**src/rtl/clnc_pkg.sv**
```systemverilog
// ----------------------------------------------------------------------------
// clnc_pkg
// Types and constants shared by the cell list neighbour count block.
// ----------------------------------------------------------------------------
package clnc_pkg;

  localparam int IDX_W   = 10;
  localparam int COORD_W = 24;
  localparam int CNT_W   = 10;
  localparam int LINK_W  = IDX_W + 1;
  localparam int BOX_W   = 5;
  localparam int CELL_W  = 2 * BOX_W;
  localparam int N_PART  = 1 << IDX_W;
  localparam int N_CELLS = 1 << CELL_W;

  // empty marker for heads and links
  localparam logic [LINK_W-1:0] NO_PART  = LINK_W'(N_PART);
  localparam logic [5:0]        MAX_BOX  = 6'd32;
  localparam logic [5:0]        MIN_BOX  = 6'd3;
  localparam logic [CNT_W-1:0]  CNT_MAX  = '1;

  localparam logic [2:0] REG_BOX_SIZE  = 3'd0;
  localparam logic [2:0] REG_RADIUS_SQ = 3'd1;
  localparam logic [2:0] REG_LENGTH_X  = 3'd2;
  localparam logic [2:0] REG_LENGTH_Y  = 3'd3;
  localparam logic [2:0] REG_BOXES_X   = 3'd4;
  localparam logic [2:0] REG_BOXES_Y   = 3'd5;

  typedef enum logic [1:0] {
    STATUS_OK       = 2'd0,
    STATUS_RANGE    = 2'd1,
    STATUS_UNPLACED = 2'd2
  } clnc_status_t;

  typedef enum logic [4:0] {
    ST_CLEAR,
    ST_IDLE,
    ST_PL_DIV,
    ST_PL_DEC,
    ST_UL_RD,
    ST_UL_WR,
    ST_PS_RD,
    ST_PS_WR,
    ST_PS_FIX,
    ST_Q_START,
    ST_Q_CELL,
    ST_Q_HEAD,
    ST_Q_RD,
    ST_Q_DAT,
    ST_Q_SQ,
    ST_Q_ACC,
    ST_DONE
  } clnc_state_t;

  typedef struct packed {
    logic busy;
    logic done;
  } cdiv_stat_t;

endpackage

```
**src/rtl/clnc_cdiv.sv**
```systemverilog
// ----------------------------------------------------------------------------
// clnc_cdiv
// Cell coordinate unit: min(pos / side, last), one quotient bit per cycle.
// ----------------------------------------------------------------------------
module clnc_cdiv
  import clnc_pkg::*;
(
  input  logic               clk,
  input  logic               rst_n,
  input  logic               start,
  input  logic [COORD_W-1:0] pos,
  input  logic [COORD_W-1:0] side,
  input  logic [BOX_W-1:0]   last,
  output cdiv_stat_t         stat,
  output logic [BOX_W-1:0]   coord
);

  localparam int SH_W = COORD_W + BOX_W;

  logic               busy_r, busy_nxt;
  logic               done_r, done_nxt;
  logic [2:0]         k_r, k_nxt;
  logic [COORD_W-1:0] rem_r, rem_nxt;
  logic [COORD_W-1:0] side_r, side_nxt;
  logic [BOX_W-1:0]   q_r, q_nxt;
  logic [BOX_W-1:0]   last_r, last_nxt;
  logic               sat_r, sat_nxt;
  logic [COORD_W-1:0] side_eff;
  logic [SH_W-1:0]    trial;

  assign side_eff = (side == '0) ? COORD_W'(1) : side;
  assign trial    = {{BOX_W{1'b0}}, side_r} << k_r;

  always_comb begin
    busy_nxt = busy_r;
    done_nxt = 1'b0;
    k_nxt    = k_r;
    rem_nxt  = rem_r;
    side_nxt = side_r;
    q_nxt    = q_r;
    last_nxt = last_r;
    sat_nxt  = sat_r;
    if (start) begin
      busy_nxt = 1'b1;
      k_nxt    = 3'(BOX_W - 1);
      rem_nxt  = pos;
      side_nxt = side_eff;
      q_nxt    = '0;
      last_nxt = last;
      // quotient of 2^BOX_W or more always clamps
      sat_nxt  = {{BOX_W{1'b0}}, pos} >= {side_eff, {BOX_W{1'b0}}};
    end else if (busy_r) begin
      if ({{BOX_W{1'b0}}, rem_r} >= trial) begin
        rem_nxt        = rem_r - trial[COORD_W-1:0];
        q_nxt[k_r[2:0]] = 1'b1;
      end
      if (k_r == '0) begin
        busy_nxt = 1'b0;
        done_nxt = 1'b1;
      end else begin
        k_nxt = k_r - 3'd1;
      end
    end
  end

  always_ff @(posedge clk) begin
    if (!rst_n) begin
      busy_r <= 1'b0;
      done_r <= 1'b0;
    end else begin
      busy_r <= busy_nxt;
      done_r <= done_nxt;
    end
    k_r    <= k_nxt;
    rem_r  <= rem_nxt;
    side_r <= side_nxt;
    q_r    <= q_nxt;
    last_r <= last_nxt;
    sat_r  <= sat_nxt;
  end

  assign stat.busy = busy_r;
  assign stat.done = done_r;
  assign coord     = (sat_r || (q_r > last_r)) ? last_r : q_r;

endmodule

```
**config.mk**
```make
export PLATFORM = sky130hd
export DESIGN_NAME = clnc_cdiv
export DESIGN_NICKNAME = d
export VERILOG_FILES = /design/src/rtl/clnc_pkg.sv /design/src/rtl/clnc_cdiv.sv
export SDC_FILE = /design/constraint.sdc
export NUM_CORES = 1
export LEC_CHECK = 0
export BUFFER_PORTS_ARGS = -buffer_cell sky130_fd_sc_hd__buf_2
export CAP_MARGIN = 20
export CORE_MARGIN = 3
export CORE_UTILIZATION = 40
export CTS_BUF_LIST = sky130_fd_sc_hd__clkbuf_16
export CTS_CLUSTER_SIZE = 30
export DETAILED_ROUTE_END_ITERATION = 8
export SLEW_MARGIN = 10
export SYNTH_ARGS = -nofsm -noshare
export SYNTH_HDL_FRONTEND = slang
export SYNTH_SLANG_ARGS = --single-unit
export TNS_END_PERCENT = 5
```
**constraint.sdc**
```tcl
create_clock -name clk -period 6 [get_ports clk]
set_input_delay 0.6 -clock clk [delete_from_list [all_inputs] [get_ports clk]]
set_output_delay 0.6 -clock clk [all_outputs]
set_load 0.05 [all_outputs]
```
==> impl_metrics.py, run 1 <==
metrics = {
    "cells_and_area": {
        "final_net_count": 696,
        "layoutNonFillerInstCount": 766,
        "layout.cells.most_common_list": "62 x buf_2, 54 x edfxtp_1, 50 x ha_1",
        "multi_input_area_um2": 3120,
        "n_fill_cell": 1238,
        "fraction_of_final_layout_cells_sized_beyond_drive_strength_1_pct": 19.9,
        "seqCellArea_um2": 1820,
        "utilization_pct": 47.0,
        "layout.cells.most_common": "buf_2",
        "antenna-diode-count": 0,
        "flow.area_growth_from_synthesis_pct": 13.7,
    },
    "pwr": {
        "power.density_nw_per_um2": 367,
        "p_leak_nw": 2.53,
        "ir_drop_mv": 0.168,
    },
    "route": {
        "drc_errors": 0,
        "drt.antenna.violating_nets": 0,
        "firstDrtPassIters": 5,
        "finalWirelength_mm": 13.1,
        "detail_route.iter0.violations": 283,
        "number_of_vias_per_cell": 5.63,
        "detail_route.wl_per_cell_um": 17.1,
        "vias": 4315,
    },
    "timing": {
        "timing_worst_slew_pin_value_ps": 950,
        "setup_total_negative_slack_ps": 0,
        "max_slew_margin_pct": 36.6,
        "grt_setup_unrepaired": "no",
        "setup_ws_ps": 1480,
        "timing.final.max_slew_violations": 0,
        "setup_viol": 0,
        "skew_ps": 5.99,
        "finalHoldViolations": 0,
        "post-route-period-util_pct": 75.3,
        "fin_worst_hold_slack_ps": 445,
        "clock.fmax_mhz": 221,
        "period_minus_slack_ps": 4520,
    },
    "global_route": {
        "wire_length_of_the_first_global_routing_pass_mm": 20.9,
        "grt_start_max_net_pins": 80,
        "groute.usage.overall_pct": 18.3,
        "via_count_of_the_first_global_routing_pass": 4058,
        "initial_antenna_violation_count": 0,
        "grt_overflow_total": 0,
    },
    "critical_path": {
        "required_ps": 6090,
        "critical-path-max-stage-delay_ps": 940,
        "worst-endpoint-arrival_ps": 4600,
        "critPathCaptureType": "flip-flop",
        "startpoint_type": "flip-flop",
        "crit_path_max_fanout": 22,
        "slowest_stage": "dfxtp_1",
        "worstPathCellList": "buf_4, mux4_2, mux2i_1, ha_1, o21ai_0, a21oi_1, o31ai_1, a21oi_2, o2111ai_1, o21a_1, nand2_1, buf_16",
        "crit_path_class": "flip-flop to flip-flop",
    },
    "placed_design": {
        "count_of_buffers_inserted_at_the_top_level_ports": 62,
        "gp_congestion": 0.881,
        "pre_cts_ws_ps": 1190,
        "place.detailed.instances": 749,
        "dp_hpwl_mm": 10.3,
    },
    "floorplan": {
        "design.portCount": 63,
        "floorplan.die.height_um": 121,
        "floorplan.initialDensity_pct": 41.4,
        "floorplan.rows": 41,
        "die_area_um2": 14600,
        "coreArea_um2": 12700,
        "die-width_um": 121,
    },
    "yosys": {
        "postSynthRegisterBits": 64,
        "yosysWarnings": 0,
        "syn_area_per_cell_um2": 9.50,
        "postSynthCellCount": 554,
        "synthesis.nets": 661,
        "ys_seq_area_share_pct": 34.6,
        "synth_edf_count": 54,
        "yosys_most_used_dff": "edfxtp_1",
        "syn_area_um2": 5260,
        "async_flop_share_pct": 0,
        "synth.lib_cells_used.distinct": 62,
    },
    "min_path": {
        "min_path_type": "primary input to flip-flop",
    },
    "clock_network": {
        "post-cts-setup-buffers": 0,
        "ctsRootBufferMaster": "clkbuf_16",
        "cts-root-to-sink-buffers": 2,
        "post_cts_hold_buffer_count": 0,
        "tritoncts": "built",
        "clkLatencyLatePin_ps": 330,
        "htree_levels": 3,
        "cts_resized": 0,
        "cts_made_buffers": 9,
        "clkSinkCount": 64,
        "clkSlewWorstSetupHoldPaths_ps": 50,
    },
    "run": {
        "timing.max_cap.violations": 0,
    },
    "run_status": {
        "run_status": "finished, final reports clean",
    },
}
## cell families after synthesis
family,count (synthesis),share of synthesized area (%)
DFF,64,34.6
adders and majority gates,51,12.3
buffers and inverters,82,6.09
xor gates and xnor gates,16,2.66
muxes,47,11.6
and+or+nand+nor,145,13.6
AOI/OAI and AO/OA,149,19.1
## path summary, 6_finish.rpt
path / startpoint / to / slack (ps) / cells after the start
worst max-delay path: k_r[0] / rem_r[4] / 1480 / 12
worst min register to register: q_r[1] / q_r[1] / 500 / 1
worst max register to register: k_r[0] / rem_r[4] / 1480 / 12
worst min-delay path: last[1] / last_r[1] / 450 / 1
## report_power, final
group	switching, mW	total, mW	internal (mW)
registers	0.0483	0.623	0.575
logic	0.586	1.02	0.438
clock network	0.190	0.550	0.360
total	0.824	2.20	1.37
## layer usage
layer / global-route usage, % / routed length [um]
met5: 0 / 0
met4: 6.23 / 276
met3: 2.85 / 648
met2: 26.9 / 5600
met1: 27.3 / 6560
## cell usage after synthesis, types with 5 or more instances
library cell | n | area, um^2
a211oi_1 | 12 | 90.1
a21o_1 | 9 | 67.6
a21oi_1 | 35 | 175
a31oi_1 | 5 | 31.3
and3_1 | 13 | 81.3
clkbuf_1 | 34 | 128
dfxtp_1 | 10 | 200
edfxtp_1 | 54 | 1620
ha_1 | 50 | 626
inv_1 | 38 | 143
mux2_2 | 12 | 135
mux2i_1 | 25 | 250
mux4_2 | 10 | 225
nand2_1 | 41 | 154
nand2b_1 | 6 | 37.5
nand3_1 | 10 | 50.1
nand4_1 | 6 | 37.5
nor2_1 | 29 | 109
nor2b_1 | 11 | 68.8
nor3_1 | 11 | 55.1
nor4_1 | 6 | 37.5
o21a_1 | 8 | 60.1
o21ai_0 | 36 | 180
o31ai_1 | 7 | 52.6
xnor2_1 | 10 | 87.6
xor2_1 | 6 | 52.6
## layout make-up
class | instances | area share (%)
clock buffers | 9 | 3.76
repair buffers | 67 | 6.15
multi-input cells | 408 | 52.1
well taps | 172 | 3.60
inverters | 39 | 2.45
clock inverters | 7 | 1.46
flip-flops and latches | 64 | 30.4
## sequential cells by signal, indices dropped and copies added, names as in the netlist
| register | cells |
|---|---|
| busy_r | 1 |
| done_r | 1 |
| k_r | 3 |
| last_r | 5 |
| q_r | 5 |
| rem_r | 24 |
| sat_r | 1 |
| side_r | 24 |
## through the flow
step | power [mW] | cell area [um^2]
2_1_floorplan | 1.41 | 5260
3_3_place_gp | 1.62 | 5640
3_5_place_dp | 1.63 | 5640
4_1_cts | 2.19 | 5960
5_1_grt | 2.35 | 5980
6_report | 2.20 | 5980
## critical path, delay by kind of cell (launching register included)
kind / cells / cell delay [ps]
buffers and inverters: 2 / 640
adders and majority gates: 1 / 360
muxes: 2 / 760
AOI/OAI and AO/OA: 6 / 1190
DFF: 1 / 940
and+or+nand+nor: 1 / 370
No activity file was read; power rests on OpenSTA's default activity.
==> run 2, diff against run 1 <==
==> constraint.sdc (replaced) <==
create_clock -name clk -period 3.9 [get_ports clk]
set_input_delay 0.39 -clock clk [delete_from_list [all_inputs] [get_ports clk]]
set_output_delay 0.39 -clock clk [all_outputs]
set_load 0.05 [all_outputs]
==> run 2 against run 1 <==
Against the previous run:
- clock power grew 61%
- die area is the same
- non-clock buffer count up 3
- critical path depth unchanged
- via count rose by 0.44%
- first-iteration DRC count grew 6.7%
- hold slack worse by 220 ps
- utilization rose by 0.50 points
- clock skew up 4.0 ps
- combinational power is 62% higher
- sequential share of layout area decreased by 0.30 points
- sequential cell count is the same
- critical endpoint is now rem_r[0]
==> impl_metrics.py, run 2 (synthesized netlist as in run 1, its figures left out) <==
metrics = {
    "run_status": {
        "run_status": "finished, final reports clean",
    },
    "pwr": {
        "p_leak_nw": 2.54,
        "power.density_nw_per_um2": 575,
        "p_total_mw": 3.48,
        "ir_drop_mv": 0.235,
    },
    "critical_path": {
        "crit_path_class": "flip-flop to flip-flop",
        "cp-endpoint": "rem_r[0]",
        "critical-path-max-stage-delay_ps": 540,
        "startpoint_type": "flip-flop",
        "worst-endpoint-arrival_ps": 3750,
        "crit_path_max_fanout": 32,
        "critPathCaptureType": "flip-flop",
        "reg2reg_setup_slack_ps": 230,
        "regToRegEndpoint": "rem_r[0]",
        "worstPathCellList": "buf_12, mux4_2, mux2i_1, ha_1, and3_1, a211oi_1, a21oi_1, and3_1, o21ai_0, o21a_1, nand2_1, buf_12",
        "slowest_stage": "mux4_2",
        "worstRegToRegCells": 12,
        "required_ps": 3990,
        "r2r_start": "k_r[0]",
        "setup.worst_path.start": "k_r[0]",
    },
    "min_path": {
        "hp-start": "last[3]",
        "min_path_type": "primary input to flip-flop",
    },
    "cells_and_area": {
        "antenna-diode-count": 0,
        "layout.cells.most_common_list": "62 x buf_2, 54 x edfxtp_1, 50 x ha_1",
        "final_net_count": 699,
        "fraction_of_final_layout_cells_sized_beyond_drive_strength_1_pct": 20.8,
        "flow.area_growth_from_synthesis_pct": 14.9,
        "reg_top3": "rem_r x24, side_r x24",
        "layout.cells.most_common": "buf_2",
    },
    "route": {
        "number_of_vias_per_cell": 5.64,
        "vias": 4334,
        "firstDrtPassIters": 7,
        "detail_route.iter0.violations": 302,
        "drc_errors": 0,
        "detail_route.wl_per_cell_um": 17.6,
        "finalWirelength_mm": 13.6,
        "drt.antenna.violating_nets": 0,
    },
    "placed_design": {
        "gp_congestion": 0.848,
        "count_of_buffers_inserted_at_the_top_level_ports": 62,
        "dp_hpwl_mm": 10.8,
    },
    "run": {
        "timing.max_cap.violations": 0,
    },
    "floorplan": {
        "die_area_um2": 14600,
        "die-width_um": 121,
        "floorplan.die.height_um": 121,
        "design.portCount": 63,
        "floorplan.rows": 41,
        "coreArea_um2": 12700,
        "floorplan.initialDensity_pct": 41.4,
    },
    "clock_network": {
        "tritoncts": "built",
        "ctsRootBufferMaster": "clkbuf_16",
        "clkSinkCount": 64,
        "htree_levels": 3,
        "cts-root-to-sink-buffers": 2,
        "clkLatencyLatePin_ps": 330,
        "cts_made_buffers": 9,
        "clkSlewWorstSetupHoldPaths_ps": 60,
        "post-cts-setup-buffers": 0,
    },
    "global_route": {
        "grt_overflow_total": 0,
        "grt_start_max_net_pins": 80,
        "initial_antenna_violation_count": 0,
        "groute.usage.overall_pct": 19.3,
        "wire_length_of_the_first_global_routing_pass_mm": 22.1,
        "via_count_of_the_first_global_routing_pass": 4254,
    },
    "timing": {
        "setup_viol": 0,
        "fin_worst_hold_slack_ps": 228,
        "grt_setup_unrepaired": "no",
        "period_minus_slack_ps": 3670,
        "max_slew_margin_pct": 43.4,
        "post-route-period-util_pct": 94.1,
        "clock.fmax_mhz": 273,
        "skew_ps": 10.0,
        "setup_total_negative_slack_ps": 0,
        "finalHoldViolations": 0,
        "timing_worst_slew_pin_value_ps": 849,
        "timing.final.max_slew_violations": 0,
    },
}
## run 2: cell count changes in the layout (fill, tap and decap cells not counted)
cell	change
buf_4	+1
inv_1	-1
clkinv_2	-3
o2111ai_1	-1
inv_8	+1
buf_16	-1
buf_12	+3
dfxtp_1	-1
o2111ai_2	+1
inv_6	+1
clkinvlp_4	+2
dfxtp_2	+1
## run 2: critical path, delay by kind of cell, from the launching register on
kind	cells	cell delay (ps)
flip-flops	1	350
AND/OR/NAND/NOR	3	670
buffers and inverters	2	470
multiplexers	2	810
AO/OA/AOI/OAI	4	750
adder cells (fa/ha/maj)	1	360
## run 2: worst min path at each step
stage	cells past startpoint	end	slack, ps
after CTS	1	last_r[2]	220
final	1	last_r[3]	230
after global routing	1	last_r[2]	220
after floorplan	2	q_r[4]	440
after detailed placement	2	q_r[4]	470
after global placement	2	q_r[4]	460
## run 2: through the flow
| stage | cells | setup WS [ps] | cell area [um^2] | utilization [%] |
|---|---|---|---|---|
| final | 769 | 232 | 6050 | 47.5 |
| after global placement | 753 | 285 | 5710 | 44.9 |
| after floorplan | 554 | 117 | 5260 | - |
| after CTS | 769 | 146 | 6040 | 47.5 |
| after detailed placement | 753 | 155 | 5710 | 44.9 |
| after global routing | 769 | 1.71 | 6050 | 47.5 |
## run 2: area by class of cell
type / count / area, um^2
Clock buffer: 9 / 225
Clock inverter: 7 / 104
Fill cell: 1221 / 6680
Inverter: 39 / 146
Multi-Input combinational cell: 408 / 3130
Sequential cell: 64 / 1820
Tap cell: 172 / 215
Timing Repair Buffer: 70 / 408
## run 2: routing by layer
metal / GRT usage, % / share of wire [%] / wire length (um)
met3: 2.29 / 4.5 / 611
met2: 28.7 / 43 / 5870
met5: 0 / 0 / 0
met4: 6.66 / 2.0 / 266
met1: 28.9 / 50 / 6810
## run 2: report_power, final
group / internal, mW / switching (mW) / total [mW]
registers: 0.885 / 0.0622 / 0.947
logic: 0.687 / 0.958 / 1.65
clock network: 0.567 / 0.320 / 0.887
## run 2: repair_timing
action / in CTS / in global routing
endpoints found under the setup margin: 0 / 24
hold buffers: 0 / 0
resized for setup: 0 / 2
